--- src/hdl/mtg_pkg.sv ---
// mtg_pkg: shared constants, types and tempering function of the twister generator
// used by the top level, front, back and testbench; depends on nothing
package mtg_pkg;

   localparam int STATE_DEPTH   = 624;
   localparam int MIDDLE_OFFSET = 397;
   localparam int SHIFT_U       = 11;
   localparam int SHIFT_S       = 7;
   localparam int SHIFT_T       = 15;
   localparam int SHIFT_L       = 18;

   localparam int ADDR_W  = $clog2(STATE_DEPTH);
   localparam int IDX_W   = $clog2(STATE_DEPTH + 1);
   localparam int MID_MOD = MIDDLE_OFFSET % STATE_DEPTH;

   localparam logic [31:0] SEED_FACTOR   = 32'd1812433253;
   localparam int          DISCARD_COUNT = 37;
   localparam int          DISC_W        = $clog2(DISCARD_COUNT + 1);
   localparam int          SEED_SHIFT    = 30;
   localparam logic [31:0] UPPER_BIT     = 32'h8000_0000;
   localparam logic [31:0] LOWER_BITS    = 32'h7FFF_FFFF;

   localparam logic [1:0] MODE_SEED  = 2'd0;
   localparam logic [1:0] MODE_RAW   = 2'd1;
   localparam logic [1:0] MODE_RANGE = 2'd2;
   localparam logic [1:0] MODE_NONE  = 2'd3;

   localparam logic [1:0] REG_TWIST   = 2'd0;
   localparam logic [1:0] REG_TEMPERB = 2'd1;
   localparam logic [1:0] REG_TEMPERC = 2'd2;

   typedef enum logic [2:0] {
      CMD_SEED,
      CMD_RAW,
      CMD_RANGE,
      CMD_EQUAL,
      CMD_ERROR
   } cmd_type;

   typedef struct packed {
      cmd_type     cmd;
      logic [31:0] data;
      logic [32:0] span;
   } entry_type;

   typedef struct packed {
      logic [31:0] twist_matrix;
      logic [31:0] mask_b;
      logic [31:0] mask_c;
   } cfg_type;

   typedef enum logic [3:0] {
      B_IDLE,
      B_SEED_MUL,
      B_SEED_WR,
      B_DRAW,
      B_TW_A,
      B_TW_B,
      B_TW_C,
      B_TW_W,
      B_RD_DATA,
      B_MUL,
      B_ADD
   } back_state_type;

   function automatic logic [31:0] temper(input logic [31:0] w, input cfg_type cfg);
      logic [31:0] y;
      y = w ^ (w >> SHIFT_U);
      y = y ^ ((y << SHIFT_S) & cfg.mask_b);
      y = y ^ ((y << SHIFT_T) & cfg.mask_c);
      y = y ^ (y >> SHIFT_L);
      return y;
   endfunction

endpackage

--- src/hdl/mtg_front.sv ---
// mtg_front: accepts request words, classifies them and queues them for the back end
// depends on mtg_pkg
module mtg_front (
   input  logic                  clock,
   input  logic                  reset,
   input  logic                  push,
   output logic                  full,
   input  logic [1:0]            req_mode,
   input  logic [31:0]           req_seed_value,
   input  logic signed [31:0]    req_low_bound,
   input  logic signed [31:0]    req_high_bound,
   output logic                  q_valid,
   output mtg_pkg::entry_type    q_entry,
   input  logic                  q_take
);

   mtg_pkg::entry_type slot_ff [2];
   logic       wr_ptr_ff, wr_ptr_in;
   logic       rd_ptr_ff, rd_ptr_in;
   logic [1:0] count_ff, count_in;

   mtg_pkg::entry_type new_entry;
   logic               keep;
   logic               accept;
   logic signed [32:0] diff;

   always_comb begin
      diff           = {req_high_bound[31], req_high_bound} - {req_low_bound[31], req_low_bound};
      new_entry.span = 33'(diff + 33'sd1);
      new_entry.data = req_low_bound;
      keep           = 1'b1;
      new_entry.cmd  = mtg_pkg::CMD_RAW;
      unique case (req_mode)
         mtg_pkg::MODE_SEED: begin
            new_entry.cmd  = mtg_pkg::CMD_SEED;
            new_entry.data = req_seed_value;
         end
         mtg_pkg::MODE_RAW: begin
            new_entry.cmd = mtg_pkg::CMD_RAW;
         end
         mtg_pkg::MODE_RANGE: begin
            if (req_high_bound == req_low_bound) begin
               new_entry.cmd = mtg_pkg::CMD_EQUAL;
            end else if (req_high_bound < req_low_bound) begin
               new_entry.cmd = mtg_pkg::CMD_ERROR;
            end else begin
               new_entry.cmd = mtg_pkg::CMD_RANGE;
            end
         end
         default: begin
            keep = 1'b0;
         end
      endcase
   end

   assign full    = (count_ff == 2'd2);
   assign accept  = push && !full;
   assign q_valid = (count_ff != 2'd0);
   assign q_entry = slot_ff[rd_ptr_ff];

   always_comb begin
      wr_ptr_in = wr_ptr_ff;
      rd_ptr_in = rd_ptr_ff;
      count_in  = count_ff;
      if (accept && keep) begin
         wr_ptr_in = !wr_ptr_ff;
      end
      if (q_take && q_valid) begin
         rd_ptr_in = !rd_ptr_ff;
      end
      count_in = count_ff + 2'(accept && keep) - 2'(q_take && q_valid);
   end

   always_ff @(posedge clock) begin
      if (reset) begin
         wr_ptr_ff <= 1'b0;
         rd_ptr_ff <= 1'b0;
         count_ff  <= 2'd0;
      end else begin
         wr_ptr_ff <= wr_ptr_in;
         rd_ptr_ff <= rd_ptr_in;
         count_ff  <= count_in;
      end
   end

   always_ff @(posedge clock) begin
      if (accept && keep) begin
         slot_ff[wr_ptr_ff] <= new_entry;
      end
   end

endmodule

--- config.mk ---
export PLATFORM = sky130hd
export DESIGN_NAME = mtg_front
export DESIGN_NICKNAME = d
export VERILOG_FILES = /design/src/hdl/mtg_pkg.sv /design/src/hdl/mtg_front.sv
export SDC_FILE = /design/constraint.sdc
export NUM_CORES = 1
export LEC_CHECK = 0
export ABC_AREA = 1
export BUFFER_PORTS_ARGS = -buffer_cell sky130_fd_sc_hd__buf_2
export CAP_MARGIN = 20
export CORE_ASPECT_RATIO = 0.5
export CORE_MARGIN = 5
export CORE_UTILIZATION = 50
export DETAILED_ROUTE_END_ITERATION = 8
export GPL_TIMING_DRIVEN = 0
export HOLD_SLACK_MARGIN = 0.12
export PLACE_DENSITY_LB_ADDON = 0.12
export REMOVE_ABC_BUFFERS = 1
export SLEW_MARGIN = 20
export SYNTH_ARGS = -nofsm -noshare
export SYNTH_HDL_FRONTEND = slang
export SYNTH_SLANG_ARGS = --single-unit
--- constraint.sdc ---
create_clock -name clock -period 5.59 [get_ports clock]
set_clock_uncertainty 0.1 [all_clocks]
set_input_delay 0.559 -clock clock [delete_from_list [all_inputs] [get_ports clock]]
set_output_delay 0.559 -clock clock [all_outputs]
set_load 0.02 [all_outputs]
==> out/qor.txt <==
gr ovfl total: 0
Design Power: 3780 µW
Slowest Stage Delay on Critical Path: 400 ps
Mapped Avg Cell Area: 10.4 µm²
full die area: 0.0201 mm²
dpl cells: 1221
Tightest Hold Check Type: input pin to flop
hpwl dp: 17.1 mm
vias per inst: 5.15
filler instances: 1426
status: complete, no violations
port buffer count: 171
Die H: 103 µm
first-pass GRT wire length: 33.6 mm
Cell Area, Synth: 0.00860 mm²
Wirelength per Cell: 17.1 µm
layout cells sized above 1: 0.297
slowest CP cell: fa_1
final cycle utilization of the critical path: 0.505
Final WS setup: 2770 ps
Critical Path RT: 5630 ps
compound-cell area share of the yosys netlist: 0.0735
RSZ-0062 raised after global routing: no
startpoint types: input pin
Rel. slew slack: 0.492
max-slew violation count: 0
dominant cells by area after synthesis: edfxtp_1, ha_1, mux2_2
dominant cell type by area after synthesis: edfxtp_1
CP Buf/Inv Count: 5
post-synthesis cell type count: 37
Clock Tree Buf Depth: 2
num ports: 172
Clock Sinks: 141
routed wire length: 21.4 mm
mux cell area share after synthesis: 0.0890
antenna violations before repair: 0
Post-route DRC: 0
family with the most delay on the worst path: adder cells
CTS Buf Count: 17
total track usage: 0.218
min Tclk post-route: 2820 ps
clock latency on the worst-skew pair: 420 ps
NumNets Final: 1198
Slew @ Worst Pin: 760 ps
fmax: 0.355 GHz
largest net degree at the start of global routing: 41
Hold-fix buffers, CTS: 0
Post-CTS Setup Repair Bufs: 0
vias in the first global route: 6465
1st-iter DRT viols: 304
via count: 6456
diode count: 0
1st-pass router iterations: 5
P&R area growth vs syn: 21.2%
Worst-path clk slew: 60 ps
synthesized flop and latch total: 141
area fraction in and, or, nand and nor cells after synthesis: 0.140
critical path peak fanout: 4
Final setup viols: 0
CTS resizes: 0
YS warnings: 0
final hold slack: 254 ps
critical path class: input pin to flop
area of the core: 0.0166 mm²
Row Count: 33
total number of H-tree levels: 4
crit-path cells: buf_2, inv_1, ha_1, inv_1, ha_1, inv_1, fa_1, inv_1, nand3_1, nand2_4, a21oi_2, o21ai_2, nand3_1, nand3_1, nand2_1
dpl ws: 2360 ps
CTS tree: done
critical path endpoint category: flop
final setup TNS: 0 ps
post-synthesis adder-cell area fraction: 0.135
non-filler instance count after layout: 1253
max cap viols: 0
Cells after Synth: 830
Initial Util: 0.517
Synth Area in XOR/XNOR: 0.0204
CP dominant cell by count: inv_1
leakage power: 0.00465 µW
main combinational cell family by area after synthesis: simple AND/OR/NAND/NOR gates
chip width: 195 µm
post-synth top area share: 0.475
IR drop worst, VDD: 0.000274 V
placer's final routability congestion estimate: 0.862
final antenna-violating net count: 0
root buffer cell: clkbuf_16
post-synthesis sequential area ratio: 0.487
Arr. time, crit path: 2870 ps
cell area power density: 362 mW/mm²
Final Hold Fails: 0
## sequential cells by signal, indices dropped and copies added (netlist names), named ones only
name,count
count_ff,2
rd_ptr_ff,1
slot_ff,136
wr_ptr_ff,1
## metrics by stage
stage          utilization  cell area, µm²
6_report             0.627           10400
5_1_grt              0.627           10400
4_1_cts              0.627           10400
3_5_place_dp         0.592            9850
3_3_place_gp         0.582            9680
2_1_floorplan            -            8540
## area by class of cell
cell class                      count  area (µm²)  share of cell area
Sequential cell                   141        4190               0.402
Multi-Input combinational cell    563        3960               0.379
Timing Repair Buffer              178        1000              0.0962
Clock buffer                       19         433              0.0415
Inverter                          112         420              0.0403
Tap cell                          227         284              0.0272
Clock inverter                     13         141              0.0136
## per-layer routing
layer	vias up	GRT usage	part of all wire	wire (µm)
met5	-	0	0	0
li1	3196	-	-	-
met1	3053	0.322	0.50	10800
met3	15	0.0705	0.074	1580
met4	0	0.0456	0.0088	188
met2	192	0.317	0.41	8860
## logic make-up after synthesis
kind of cell | count (synthesis)
AO/OA/AOI/OAI | 113
XOR/XNOR | 20
adder cells (fa/ha/maj) | 83
buffers and inverters | 126
flip-flops | 141
multiplexers | 68
AND/OR/NAND/NOR | 279
## worst paths after layout
path | start | cells after the start | slack [ps] | endpoint
worst max-delay path | req_low_bound[1] | 15 | 2770 | slot_ff[1][23]$_DFFE_PP_
worst min-delay path | reset | 2 | 250 | flop
worst max register to register | count_ff[1]$_SDFF_PP0_ | 6 | 3560 | slot_ff[1][49]$_DFFE_PP_
worst min register to register | rd_ptr_ff$_SDFFE_PP0P_ | 2 | 380 | flop
## layout by cell type, fill, tap and decap left out, types with 16 or more instances in the layout
cell,synthesis,final
a21oi_1,38,38
clkbuf_16,0,17
ha_1,67,67
nor2_1,54,51
edfxtp_1,136,136
nand3_1,30,30
xor2_1,18,18
inv_1,107,107
fa_1,16,16
nand2_1,159,159
o21ai_0,52,52
mux2_2,68,68
buf_2,7,171
## report_power, final
group	switching (µW)	internal (µW)
sequential	59.1	1360
clock	446	658
combinational	770	480
## cells in the mapped netlist
cell type / count
nor3b_1: 1
nor4_1: 3
nand2_2: 5
clkbuf_1: 7
nand4_2: 1
o21ai_2: 5
nand2_4: 1
edfxtp_1: 136
nand3_2: 1
nor3_1: 7
fa_1: 16
o21a_1: 1
mux2_2: 68
o21ai_1: 1
or2_1: 1
xor2_1: 18
dfxtp_1: 5
nor2_2: 1
nor4_2: 1
a21oi_1: 38
ha_1: 67
nand4_1: 7
o21ai_0: 52
nand3_1: 30
or2_2: 2
inv_1: 107
nand2_1: 159
nor2_4: 2
nor2_1: 54
a21o_1: 8
nand3b_1: 3
buf_2: 7
a21oi_2: 3
inv_2: 5
o21bai_1: 4
o2111ai_1: 1
xnor2_1: 2
## worst register-to-register path: cells and delay by family, from the launching register on
family | cells | cell delay [ps]
and+or+nand+nor | 3 | 790
buffers and inverters | 3 | 500
DFF | 1 | 310
No activity file was read; power rests on OpenSTA's default activity.
